`src/hw/rtl/sdh_pkg.sv`:
```
`timescale 1ns / 1ps
`default_nettype none
// ----------------------------------------------------------------------------
// sdh_pkg: shared types and constants of the step detector
// Register indexes, reset values, fixed field widths and stage records.
// ----------------------------------------------------------------------------
package sdh_pkg;

	// Fixed field widths
	localparam int TIME_W  = 32;
	localparam int DAY_W   = 5;
	localparam int THR_W   = 17;
	localparam int IVL_W   = 16;
	localparam int TOTAL_W = 24;

	// Configuration register indexes
	localparam int CFG_IDX_W = 2;
	localparam logic [CFG_IDX_W-1:0] REG_ARM_LEVEL       = 2'd0;
	localparam logic [CFG_IDX_W-1:0] REG_REST_LEVEL      = 2'd1;
	localparam logic [CFG_IDX_W-1:0] REG_MIN_INTERVAL_MS = 2'd2;

	// Register reset values
	localparam logic [THR_W-1:0] ARM_LEVEL_RST    = 17'd14000;
	localparam logic [THR_W-1:0] REST_LEVEL_RST   = 17'd10500;
	localparam logic [IVL_W-1:0] MIN_INTERVAL_RST = 16'd300;

	// Item kind
	typedef enum logic [0:0] {
		OP_SAMPLE = 1'b0,
		OP_CLEAR  = 1'b1
	} op_t;

	// Sideband fields that ride along with the axis lanes
	typedef struct packed {
		op_t              opcode;
		logic [TIME_W-1:0] now_ms;
		logic             clock_valid;
		logic [DAY_W-1:0] day_of_month;
	} hdr_t;

	// Merged item handed to the step tracker
	typedef struct packed {
		op_t              opcode;
		logic             above_high;
		logic             below_low;
		logic [TIME_W-1:0] now_ms;
		logic             clock_valid;
		logic [DAY_W-1:0] day_of_month;
	} merged_t;

endpackage : sdh_pkg
`default_nettype wire

```
`src/hw/rtl/step_detector_hysteresis.sv`:
```
`timescale 1ns / 1ps
`default_nettype none
// An accepted item is registered in the lanes, the merge stage and the tracker, in that order.
// Throughput: one item per cycle while the output is not stalled; the step state is read and written in the
// tracker stage alone, so consecutive items follow without bubbles.
// Each stage holds its item only while the stage after it is full and stalled.
// Reset: arst_n clears stage valids, step state and registers to defaults.
// ----------------------------------------------------------------------------
// step_detector_hysteresis: two-threshold step counter with daily reset
// Three axis lanes, a merge stage and a step tracker with output register.
// ----------------------------------------------------------------------------
module step_detector_hysteresis
	import sdh_pkg::*;
#(
	parameter int SAMPLE_BITS = 16,
	parameter int COUNT_BITS  = 24
) (
	input  wire logic clk,
	input  wire logic arst_n,

	// tdata: accel_x, accel_y, accel_z, now_ms, clock_valid, day_of_month, zero pad
	input  wire logic [((3*SAMPLE_BITS+TIME_W+1+DAY_W+7)/8)*8-1:0] s_tdata,
	// tuser: opcode
	input  wire logic                  s_tuser,
	input  wire logic                  s_tvalid,
	output logic                       s_tready,

	// tdata: step_total
	output logic [TOTAL_W-1:0]         m_tdata,
	// tuser: step_seen
	output logic                       m_tuser,
	output logic                       m_tvalid,
	input  wire logic                  m_tready,

	input  wire logic                  cfg_valid,
	output logic                       cfg_ready,
	input  wire logic [CFG_IDX_W-1:0]  cfg_index,
	input  wire logic [THR_W-1:0]      cfg_data
);

	localparam int OFS_Y   = SAMPLE_BITS;
	localparam int OFS_Z   = 2*SAMPLE_BITS;
	localparam int OFS_NOW = 3*SAMPLE_BITS;
	localparam int OFS_CV  = OFS_NOW + TIME_W;
	localparam int OFS_DAY = OFS_CV + 1;

	logic [THR_W-1:0] high_thr_q;
	logic [THR_W-1:0] low_thr_q;
	logic [IVL_W-1:0] min_ivl_q;

	logic             valid_s1_q;
	logic             valid_s2_q;
	logic             ready_s1;
	logic             ready_s2;
	logic             ready_s3;
	logic             load_s1;
	logic             load_s2;

	logic [SAMPLE_BITS-1:0] abs_x_s1;
	logic [SAMPLE_BITS-1:0] abs_y_s1;
	logic [SAMPLE_BITS-1:0] abs_z_s1;
	hdr_t                   hdr_d;
	hdr_t                   hdr_s1;
	merged_t                merged_s2;

	// Configuration registers
	assign cfg_ready = 1'b1;

	always_ff @(posedge clk or negedge arst_n) begin
		if (!arst_n) begin
			high_thr_q <= ARM_LEVEL_RST;
			low_thr_q  <= REST_LEVEL_RST;
			min_ivl_q  <= MIN_INTERVAL_RST;
		end else if (cfg_valid) begin
			case (cfg_index)
				REG_ARM_LEVEL:       high_thr_q <= cfg_data;
				REG_REST_LEVEL:      low_thr_q  <= cfg_data;
				REG_MIN_INTERVAL_MS: min_ivl_q  <= cfg_data[IVL_W-1:0];
				default:             min_ivl_q  <= min_ivl_q;
			endcase
		end
	end

	// Pipeline flow control
	assign ready_s2 = !valid_s2_q || ready_s3;
	assign ready_s1 = !valid_s1_q || ready_s2;
	assign s_tready = ready_s1;
	assign load_s1  = s_tvalid && ready_s1;
	assign load_s2  = valid_s1_q && ready_s2;

	always_ff @(posedge clk or negedge arst_n) begin
		if (!arst_n) begin
			valid_s1_q <= 1'b0;
			valid_s2_q <= 1'b0;
		end else begin
			if (ready_s1) begin
				valid_s1_q <= s_tvalid;
			end
			if (ready_s2) begin
				valid_s2_q <= valid_s1_q;
			end
		end
	end

	// Sideband fields for stage 1
	assign hdr_d.opcode       = op_t'(s_tuser);
	assign hdr_d.now_ms       = s_tdata[OFS_NOW +: TIME_W];
	assign hdr_d.clock_valid  = s_tdata[OFS_CV];
	assign hdr_d.day_of_month = s_tdata[OFS_DAY +: DAY_W];

	always_ff @(posedge clk) begin
		if (load_s1) begin
			hdr_s1 <= hdr_d;
		end
	end

	// Axis lanes
	sdh_axis_lane #(.SAMPLE_BITS(SAMPLE_BITS)) u_lane_x (
		.clk    (clk),
		.en     (load_s1),
		.sample (s_tdata[0 +: SAMPLE_BITS]),
		.abs_s1 (abs_x_s1)
	);

	sdh_axis_lane #(.SAMPLE_BITS(SAMPLE_BITS)) u_lane_y (
		.clk    (clk),
		.en     (load_s1),
		.sample (s_tdata[OFS_Y +: SAMPLE_BITS]),
		.abs_s1 (abs_y_s1)
	);

	sdh_axis_lane #(.SAMPLE_BITS(SAMPLE_BITS)) u_lane_z (
		.clk    (clk),
		.en     (load_s1),
		.sample (s_tdata[OFS_Z +: SAMPLE_BITS]),
		.abs_s1 (abs_z_s1)
	);

	// Magnitude and threshold compare
	sdh_merge #(.SAMPLE_BITS(SAMPLE_BITS)) u_merge (
		.clk        (clk),
		.en         (load_s2),
		.abs_x      (abs_x_s1),
		.abs_y      (abs_y_s1),
		.abs_z      (abs_z_s1),
		.hdr_s1     (hdr_s1),
		.arm_level  (high_thr_q),
		.rest_level (low_thr_q),
		.merged_s2  (merged_s2)
	);

	// Step state and result
	sdh_tracker #(.COUNT_BITS(COUNT_BITS)) u_tracker (
		.clk             (clk),
		.arst_n          (arst_n),
		.in_valid        (valid_s2_q),
		.in_ready        (ready_s3),
		.merged_s2       (merged_s2),
		.min_interval_ms (min_ivl_q),
		.out_valid       (m_tvalid),
		.out_ready       (m_tready),
		.step_total      (m_tdata),
		.step_seen       (m_tuser)
	);

endmodule : step_detector_hysteresis
`default_nettype wire

```
`src/hw/rtl/sdh_axis_lane.sv`:
```
`timescale 1ns / 1ps
`default_nettype none
// ----------------------------------------------------------------------------
// sdh_axis_lane: absolute value of one acceleration axis
// One lane per axis; the result is registered on the stage enable.
// ----------------------------------------------------------------------------
module sdh_axis_lane #(
	parameter int SAMPLE_BITS = 16
) (
	input  wire logic                   clk,
	input  wire logic                   en,
	input  wire logic [SAMPLE_BITS-1:0] sample,
	output logic      [SAMPLE_BITS-1:0] abs_s1
);

	logic [SAMPLE_BITS-1:0] abs_d;

	// Two's complement negate; the most negative code maps to 2^(SAMPLE_BITS-1)
	assign abs_d = sample[SAMPLE_BITS-1] ? (~sample + 1'b1) : sample;

	always_ff @(posedge clk) begin
		if (en) begin
			abs_s1 <= abs_d;
		end
	end

endmodule : sdh_axis_lane
`default_nettype wire

```
`src/hw/rtl/sdh_merge.sv`:
```
`timescale 1ns / 1ps
`default_nettype none
// ----------------------------------------------------------------------------
// sdh_merge: combines the lane results
// Sums the three magnitudes and compares against both thresholds.
// ----------------------------------------------------------------------------
module sdh_merge
	import sdh_pkg::*;
#(
	parameter int SAMPLE_BITS = 16
) (
	input  wire logic                   clk,
	input  wire logic                   en,
	input  wire logic [SAMPLE_BITS-1:0] abs_x,
	input  wire logic [SAMPLE_BITS-1:0] abs_y,
	input  wire logic [SAMPLE_BITS-1:0] abs_z,
	input  wire hdr_t                   hdr_s1,
	input  wire logic [THR_W-1:0]       arm_level,
	input  wire logic [THR_W-1:0]       rest_level,
	output merged_t                     merged_s2
);

	localparam int MAG_W = SAMPLE_BITS + 2;
	localparam int CMP_W = (MAG_W > THR_W) ? MAG_W : THR_W;

	logic [MAG_W-1:0] mag;
	logic [CMP_W-1:0] mag_c;
	logic [CMP_W-1:0] high_c;
	logic [CMP_W-1:0] low_c;

	// Magnitude as the sum of absolute values
	assign mag = MAG_W'(abs_x) + MAG_W'(abs_y) + MAG_W'(abs_z);

	assign mag_c  = CMP_W'(mag);
	assign high_c = CMP_W'(arm_level);
	assign low_c  = CMP_W'(rest_level);

	always_ff @(posedge clk) begin
		if (en) begin
			merged_s2.opcode       <= hdr_s1.opcode;
			merged_s2.above_high   <= (mag_c > high_c);
			merged_s2.below_low    <= (mag_c < low_c);
			merged_s2.now_ms       <= hdr_s1.now_ms;
			merged_s2.clock_valid  <= hdr_s1.clock_valid;
			merged_s2.day_of_month <= hdr_s1.day_of_month;
		end
	end

endmodule : sdh_merge
`default_nettype wire

```
`src/hw/rtl/sdh_tracker.sv`:
```
`timescale 1ns / 1ps
`default_nettype none
// ----------------------------------------------------------------------------
// sdh_tracker: step state and output register
// Holds arm flag, step count, last step time and the day tracking; drives
// the result item.
// ----------------------------------------------------------------------------
module sdh_tracker
	import sdh_pkg::*;
#(
	parameter int COUNT_BITS = 24
) (
	input  wire logic             clk,
	input  wire logic             arst_n,
	input  wire logic             in_valid,
	output logic                  in_ready,
	input  wire merged_t          merged_s2,
	input  wire logic [IVL_W-1:0] min_interval_ms,
	output logic                  out_valid,
	input  wire logic             out_ready,
	output logic [TOTAL_W-1:0]    step_total,
	output logic                  step_seen
);

	localparam logic [COUNT_BITS-1:0] COUNT_MAX = {COUNT_BITS{1'b1}};

	logic                  armed_q;
	logic [TIME_W-1:0]     last_step_q;
	logic [COUNT_BITS-1:0] count_q;
	logic                  day_known_q;
	logic [DAY_W-1:0]      day_q;
	logic                  out_valid_q;
	logic                  seen_q;

	logic                  load;
	logic                  armed_d;
	logic [TIME_W-1:0]     last_step_d;
	logic [COUNT_BITS-1:0] count_d;
	logic [COUNT_BITS-1:0] count_day;
	logic                  day_known_d;
	logic [DAY_W-1:0]      day_d;
	logic                  seen_d;
	logic [TIME_W-1:0]     elapsed;

	assign in_ready = !out_valid_q || out_ready;
	assign load     = in_valid && in_ready;
	assign elapsed  = merged_s2.now_ms - last_step_q;

	// Next state for one item
	always_comb begin
		armed_d     = armed_q;
		last_step_d = last_step_q;
		count_d     = count_q;
		count_day   = count_q;
		day_known_d = day_known_q;
		day_d       = day_q;
		seen_d      = 1'b0;
		case (merged_s2.opcode)
			OP_CLEAR: begin
				count_d = '0;
			end
			OP_SAMPLE: begin
				// daily reset ahead of detection
				if (merged_s2.clock_valid) begin
					if (!day_known_q) begin
						day_known_d = 1'b1;
						day_d       = merged_s2.day_of_month;
					end else if (day_q != merged_s2.day_of_month) begin
						count_day = '0;
						day_d     = merged_s2.day_of_month;
					end
				end
				count_d = count_day;
				// two-threshold detection
				if (!armed_q) begin
					if (merged_s2.above_high) begin
						armed_d = 1'b1;
					end
				end else if (merged_s2.below_low) begin
					armed_d = 1'b0;
					if (elapsed > TIME_W'(min_interval_ms)) begin
						if (count_day != COUNT_MAX) begin
							count_d = count_day + 1'b1;
						end
						last_step_d = merged_s2.now_ms;
						seen_d      = 1'b1;
					end
				end
			end
			default: begin
				count_d = count_q;
			end
		endcase
	end

	// State registers
	always_ff @(posedge clk or negedge arst_n) begin
		if (!arst_n) begin
			armed_q     <= 1'b0;
			last_step_q <= '0;
			count_q     <= '0;
			day_known_q <= 1'b0;
			day_q       <= '0;
			out_valid_q <= 1'b0;
		end else begin
			if (in_ready) begin
				out_valid_q <= in_valid;
			end
			if (load) begin
				armed_q     <= armed_d;
				last_step_q <= last_step_d;
				count_q     <= count_d;
				day_known_q <= day_known_d;
				day_q       <= day_d;
			end
		end
	end

	// Result flag
	always_ff @(posedge clk) begin
		if (load) begin
			seen_q <= seen_d;
		end
	end

	assign out_valid  = out_valid_q;
	assign step_seen  = seen_q;
	assign step_total = TOTAL_W'(count_q);

endmodule : sdh_tracker
`default_nettype wire

```
`config.mk`:
```
export PLATFORM = sky130hd
export DESIGN_NAME = step_detector_hysteresis
export DESIGN_NICKNAME = d
export VERILOG_FILES = /design/src/hw/rtl/sdh_pkg.sv /design/src/hw/rtl/step_detector_hysteresis.sv /design/src/hw/rtl/sdh_axis_lane.sv /design/src/hw/rtl/sdh_merge.sv /design/src/hw/rtl/sdh_tracker.sv
export SDC_FILE = /design/constraint.sdc
export NUM_CORES = 1
export LEC_CHECK = 0
export ABC_AREA = 1
export BUFFER_PORTS_ARGS = -buffer_cell sky130_fd_sc_hd__buf_2
export CAP_MARGIN = 5
export CORE_MARGIN = 5
export CORE_UTILIZATION = 51
export CTS_BUF_LIST = sky130_fd_sc_hd__clkbuf_8
export DETAILED_ROUTE_END_ITERATION = 8
export PLACE_DENSITY = 0.73
export SLEW_MARGIN = 20
export SYNTH_ARGS = -nofsm -noshare
export SYNTH_HDL_FRONTEND = slang
export SYNTH_SLANG_ARGS = --single-unit
```
`constraint.sdc`:
```
create_clock -name clk -period 4.2 [get_ports clk]
set_input_delay 0.21 -clock clk [delete_from_list [all_inputs] [get_ports clk]]
set_output_delay 0.21 -clock clk [all_outputs]
set_load 0.1 [all_outputs]
```
After elaboration in Yosys (flattened, before gate mapping). Cells that the tools add are included.

Register bits after elaboration: 245. Bits of input ports: 113. Output and inout port bits: 28. Word-level logic and storage cells: 85.

Add/sub/neg operators: 7. $lt $le $gt $ge: 3. Equal/unequal tests: 5. Mux-type cells: 18. Bitwise gates (word level): 6. Reductions and logical operators: 18.

Operators with widths (count): 24-bit two-way mux (8); 16-bit by 1-bit adder with 16-bit output, second input constant (3); 16-bit inverter (3); 24-bit one-hot mux with 2 select lines (1); 15-bit two-way mux (3); 32-bit by 16-bit greater-than comparator with 1-bit output (1); 32-bit subtractor (1); 24-bit by 1-bit adder with 24-bit output, second input constant (1); 24-bit inequality test, second input constant (1); 18-bit by 16-bit adder with 18-bit output (1); 18-bit by 17-bit greater-than comparator with 1-bit output (1); 18-bit by 17-bit less-than comparator with 1-bit output (1); 16-bit by 16-bit adder with 17-bit output (1); 5-bit two-way mux (2); 2-bit AND reduction (4); 5-bit inequality test (1); 5-bit AND reduction (1); 1-bit two-way mux (4); 4-bit AND reduction (1); 1-bit logical AND (3); 1-bit logical NOT (3); 1-bit logical OR (3); 1-bit inverter (3); 3-bit AND reduction (1); 5 further kinds (5).

Depth between registers and ports, before layout.
Word-level depth: 11. Depth in mapped cells: 29. Mapped depth without buffers: 29.

Modules after synthesis. From an unflattened synthesis, not the netlist that was laid out.

Cell total of the unflattened synthesis: 2010. Area, all modules: 15930.3 um^2.

Modules (own cells, without submodules): sdh_tracker (instances 1, cells each 1103, area each 6675.2 um^2, sequential area each 1631.6 um^2); step_detector_hysteresis (instances 1, cells each 274, area each 3384.5 um^2, sequential area each 2491.1 um^2); sdh_merge (instances 1, cells each 348, area each 3310.7 um^2, sequential area each 1231.2 um^2); sdh_axis_lane (instances 3, cells each 95, area each 853.3 um^2, sequential area each 480.5 um^2).

Least setup slack after synthesis. Ideal clock, no wire load.

Path kind: register -> register. Start point: register u_lane_x.abs_s1[2]. End point: register u_merge.merged_s2[39] (netlist name). Setup time: 265 ps. Arrival time: 4141 ps. Data required time: 3935 ps. Slack: -206 ps. Cell stages (with the launch flop): 26. Path buffers: 0. Period minus slack after synthesis: 4406 ps. Cells stage by stage: edfxtp_1 -> ha_1 -> nand3_1 -> nand3_1 -> a21oi_1 -> o21ai_0 -> nand2_1 -> nand2_1 -> nand2_1 -> nand2_1 -> xor2_1 -> inv_1 -> ha_1 -> nand4_1 -> o21ai_0 -> a21oi_1 -> o21bai_1 -> nand3_1 -> and2_1 -> o21ai_0 -> xor2_1 -> ha_1 -> nand3_1 -> or3b_2 -> nor4_1 -> o21ai_0.

Word-level cells in the longest chain between the ends: 3.

Ends and longest elaborated chain: start: declaration (RTL line sdh_axis_lane.sv:13) `output logic [SAMPLE_BITS-1:0] abs_s1`; start signal: assignment (RTL line sdh_axis_lane.sv:23) `abs_s1 <= abs_d;`; 16-bit by 16-bit adder with 17-bit output (RTL line sdh_merge.sv:32) `assign mag = MAG_W'(abs_x) + MAG_W'(abs_y) + MAG_W'(abs_z);`; 18-bit by 16-bit adder with 18-bit output (RTL line sdh_merge.sv:32); 18-bit by 17-bit greater-than comparator with 1-bit output (RTL line sdh_merge.sv:41) `merged_s2.above_high <= (mag_c > high_c);`.

No other way between the ends. A chain may end at the register's enable or synchronous reset.

Worst setup path after layout.
Start point: register u_lane_y.abs_s1[2]. End point: register u_merge.merged_s2[39] (netlist name).

Word-level cells in the longest chain between the ends: 3.

Ends and longest elaborated chain (RTL line): start: declaration (sdh_axis_lane.sv:13); start signal: assignment (sdh_axis_lane.sv:23); 16-bit by 16-bit adder with 17-bit output (sdh_merge.sv:32); 18-bit by 16-bit adder with 18-bit output (sdh_merge.sv:32); 18-bit by 17-bit greater-than comparator with 1-bit output (sdh_merge.sv:41).

No other way between the ends.

==> impl_metrics.tcl <==
set metrics [dict create \
    status "finished with violations" \
    violations "negative setup slack" \
    critPathMaxFanout 4 \
    async_reset_ff_share_pct 47.3 \
    p_switching_mw 4.94 \
    overflow 0 \
    min_from "s_tdata[33]" \
    die_area_um2 34500 \
    grt_start_max_net_pins 57 \
    ctsHtreeMaxLevel 2 \
    layout-drive-gt1-share_pct 17.7 \
    power_frac_comb_pct 52.7 \
    power_frac_seq_pct 27.7 \
    area.growth.synth_to_final_pct 24.5 \
    start_util_pct 51.6 \
    port_buffers 137 \
    ff2ff_setup_slack_ns -0.07 \
    cp.arrival_ns 4.58 \
    finalCritPeriodShare_pct 102 \
    slew_viol_final 0 \
    holdPathEnd "u_lane_z.abs_s1[3]" \
    drc 0 \
    end_kind "register" \
    dr_total_vias 13900 \
    finalClockSkew_ns 0.0314 \
    yosysTopAreaCell "edfxtp_1" \
    reg2reg_depth 25 \
    postSynthCellCount 1956 \
    grt_pass1_vias 14000 \
    cts_buffers 42 \
    synth_edf_count 129 \
    avgSynthCellArea_um2 8.05 \
    routed_via_density 5.12 \
    initialDrtViolationCount 809 \
    grt_pass1_wl_um 67600 \
    die_x_um 186 \
    drtPass1Iterations 5 \
    fin_ws_ns -0.0684 \
    seq_area_frac_synth_pct 43.2 \
    yosysUniqueCellTypes 54 \
    p_int_mw 6.72 \
    synth_area_leaders "edfxtp_1, dfrtp_1, nand2_1" \
    clkPwrFrac_pct 19.6 \
    ys_seq_elements 245 \
    antenna_found_initial 0 \
    core-area_um2 30500 \
    hold_depth 3 \
    tightest_slew_ns 1.08 \
    maxSlewHeadroom_pct 28.0 \
    power.total_mw 11.7 \
    cts_tree "done" \
    start_kind "register" \
    cp-startpoint "u_lane_y.abs_s1[2]" \
    clk_pin_slew_ns 0.07 \
    crit_path_max_incr_delay_ns 0.44 \
    gr-usage-all-layers_pct 24.1 \
    synth_top_area_share_pct 24.6 \
    powerDensity_nw_per_um2 595 \
    clk_latency_ns 0.56 \
    wl_per_cell_um 15.6 \
    fin_nets 2517 \
    clock_path_buffers 3 \
    p_leak_nw 9.91 \
    ys.flop_type "edfxtp_1" \
    hold_viol 0 \
    period_needed_ns 4.27 \
    crit_type "register to register" \
    synth_area_um2 15700 \
    final.setup.tns_ns -0.0769 \
    cts-root-buf "clkbuf_8" \
    detailed_place_hpwl_um 29900 \
    die-height_um 186 \
    r2r_start "u_lane_y.abs_s1[2]" \
    fmax_mhz 234 \
    required_ns 4.51 \
    slowest_stage "edfxtp_1" \
    drv_cap 0 \
    worst_r2r_endpoint "u_merge.merged_s2[39]" \
    rsz0062_at_grt "yes" \
    final_antenna_net_count 0 \
    row_count 64 \
    hp-class "input port to register" \
    setup_viol 2 \
    yosys_warnings 0 \
    cts.sinks 245 \
    num_io_pins 141 \
    place_congestion 0.930 \
    n_fill_cell 2487 \
    ir_drop_v 0.000316 \
    synth_nets 2190 \
    power.share.switching_pct 42.4 \
    wl_um 42200 \
]
synth_stat cells (4+ instances only):
library cell / instances
a21o_1: 4
a21oi_1: 73
a21oi_2: 27
and2_1: 4
buf_6: 7
clkbuf_1: 15
dfrtp_1: 101
dfstp_2: 15
edfxtp_1: 129
ha_1: 118
inv_1: 349
nand2_1: 544
nand2_2: 7
nand3_1: 87
nand3b_1: 6
nand4_1: 39
nor2_1: 142
nor2_2: 22
nor3_1: 16
nor4_1: 9
o21ai_0: 96
o21bai_1: 8
o31ai_1: 5
xnor2_1: 31
xor2_1: 55
sequential cells by signal, summed over array words and instances, names as in the netlist, 17 cells and up:
name	cells
u_tracker.step_total	24
hdr_s1	39
high_thr_q	17
u_merge.merged_s2	41
low_thr_q	17
u_tracker.last_step_q	32
placed cells by master, fill, tap and decap left out, types with 7 or more instances in the layout:
master	netlist	final
o21bai_1	8	7
edfxtp_1	129	129
nand3_1	87	80
xnor2_1	31	29
nor2_2	22	27
nor4_1	9	8
clkbuf_8	0	45
buf_2	2	136
dfstp_2	15	15
ha_1	118	109
nand3_2	3	10
nor3_1	16	16
nand2_1	544	538
o21ai_0	96	86
nand4_1	39	39
buf_4	2	66
dlygate4sd3_1	0	103
a21oi_1	73	67
nand2_2	7	13
nor2_1	142	136
xor2_1	55	49
o21ai_1	2	7
dfrtp_1	101	101
inv_1	349	364
a21oi_2	27	33
ha_4	0	7
per-stage QoR:
| stage | util [%] | hold WS [ns] | cell area (um2) | setup slack, ns | instances |
|---|---|---|---|---|---|
| floorplan | - | -0.0856 | 15800 | 0.00231 | 1956 |
| finish | 64.3 | 0.0747 | 19600 | -0.0684 | 2714 |
| global placement | 56.6 | 0.209 | 17300 | -0.144 | 2519 |
| CTS | 63.4 | 0.0436 | 19400 | -0.109 | 2708 |
| detailed placement | 56.6 | 0.217 | 17300 | -0.233 | 2519 |
| global route | 64.3 | 0.0698 | 19600 | -0.356 | 2713 |
cell families after synthesis:
| group | synth area share [%] |
|---|---|
| AND/OR/NAND/NOR | 24.3 |
| adder cells (fa/ha/maj) | 9.76 |
| AO/OA/AOI/OAI | 8.42 |
| XOR/XNOR | 4.78 |
| buffers and inverters | 9.50 |
| other | 0.0238 |
| flip-flops | 43.2 |
| multiplexers | 0.0715 |
layer usage:
metal / track usage, % / up-vias / share of wire, %
met2: 43.2 / 395 / 50
met3: 3.40 / 103 / 4.8
met4: 8.13 / 0 / 3.5
li1: - / 6937 / -
met1: 30.0 / 6461 / 42
met5: 0 / - / 0
timing repair:
item | CTS | global route
setup endpoints to repair | 9 | 58
buffers inserted | 8 | 4
cloned | 0 | 1
hold buffers | 103 | 0
hold endpoints to repair | 170 | 0
resized for setup | 23 | 45
pin swaps | 20 | 20
how the worst max path moves through the flow:
stage	end	slack, ns	cells after the start
floorplan	u_merge.merged_s2[39]	0.002	26
global placement	u_merge.merged_s2[39]	-0.14	26
detailed placement	u_merge.merged_s2[39]	-0.23	26
CTS	u_merge.merged_s2[39]	-0.11	26
global route	u_merge.merged_s2[39]	-0.36	25
finish	u_merge.merged_s2[39]	-0.07	25
layout make-up:
type                       instances  area, um2  area share [%]
sequential                       245       6800            34.7
clock inverter                    33        269            1.37
antenna                            1       2.50          0.0128
multi-input combinational       1333       7820            39.9
timing repair buffer             310       2290            11.7
inverter                         351       1320            6.73
tap                              396        495            2.53
clock buffer                      45        619            3.16
critical path: cells and delay by family (launching register included):
family / cells / cell delay (ns)
buf+inv: 1 / 0.09
fa+ha+maj: 3 / 0.94
flops: 1 / 0.44
simple gates: 12 / 1.42
compound gates: 7 / 0.89
xor+xnor: 2 / 0.26
power by group through the flow:
stage | registers, mW | clock network [mW] | logic (mW)
2_1_floorplan | 3.30 | 0 | 3.95
5_1_grt | 3.28 | 2.44 | 6.94
6_report | 3.24 | 2.29 | 6.14
3_3_place_gp | 3.26 | 0 | 5.49
3_5_place_dp | 3.28 | 0 | 5.65
4_1_cts | 3.24 | 2.33 | 5.88
No activity file was read; power rests on OpenSTA's default activity.
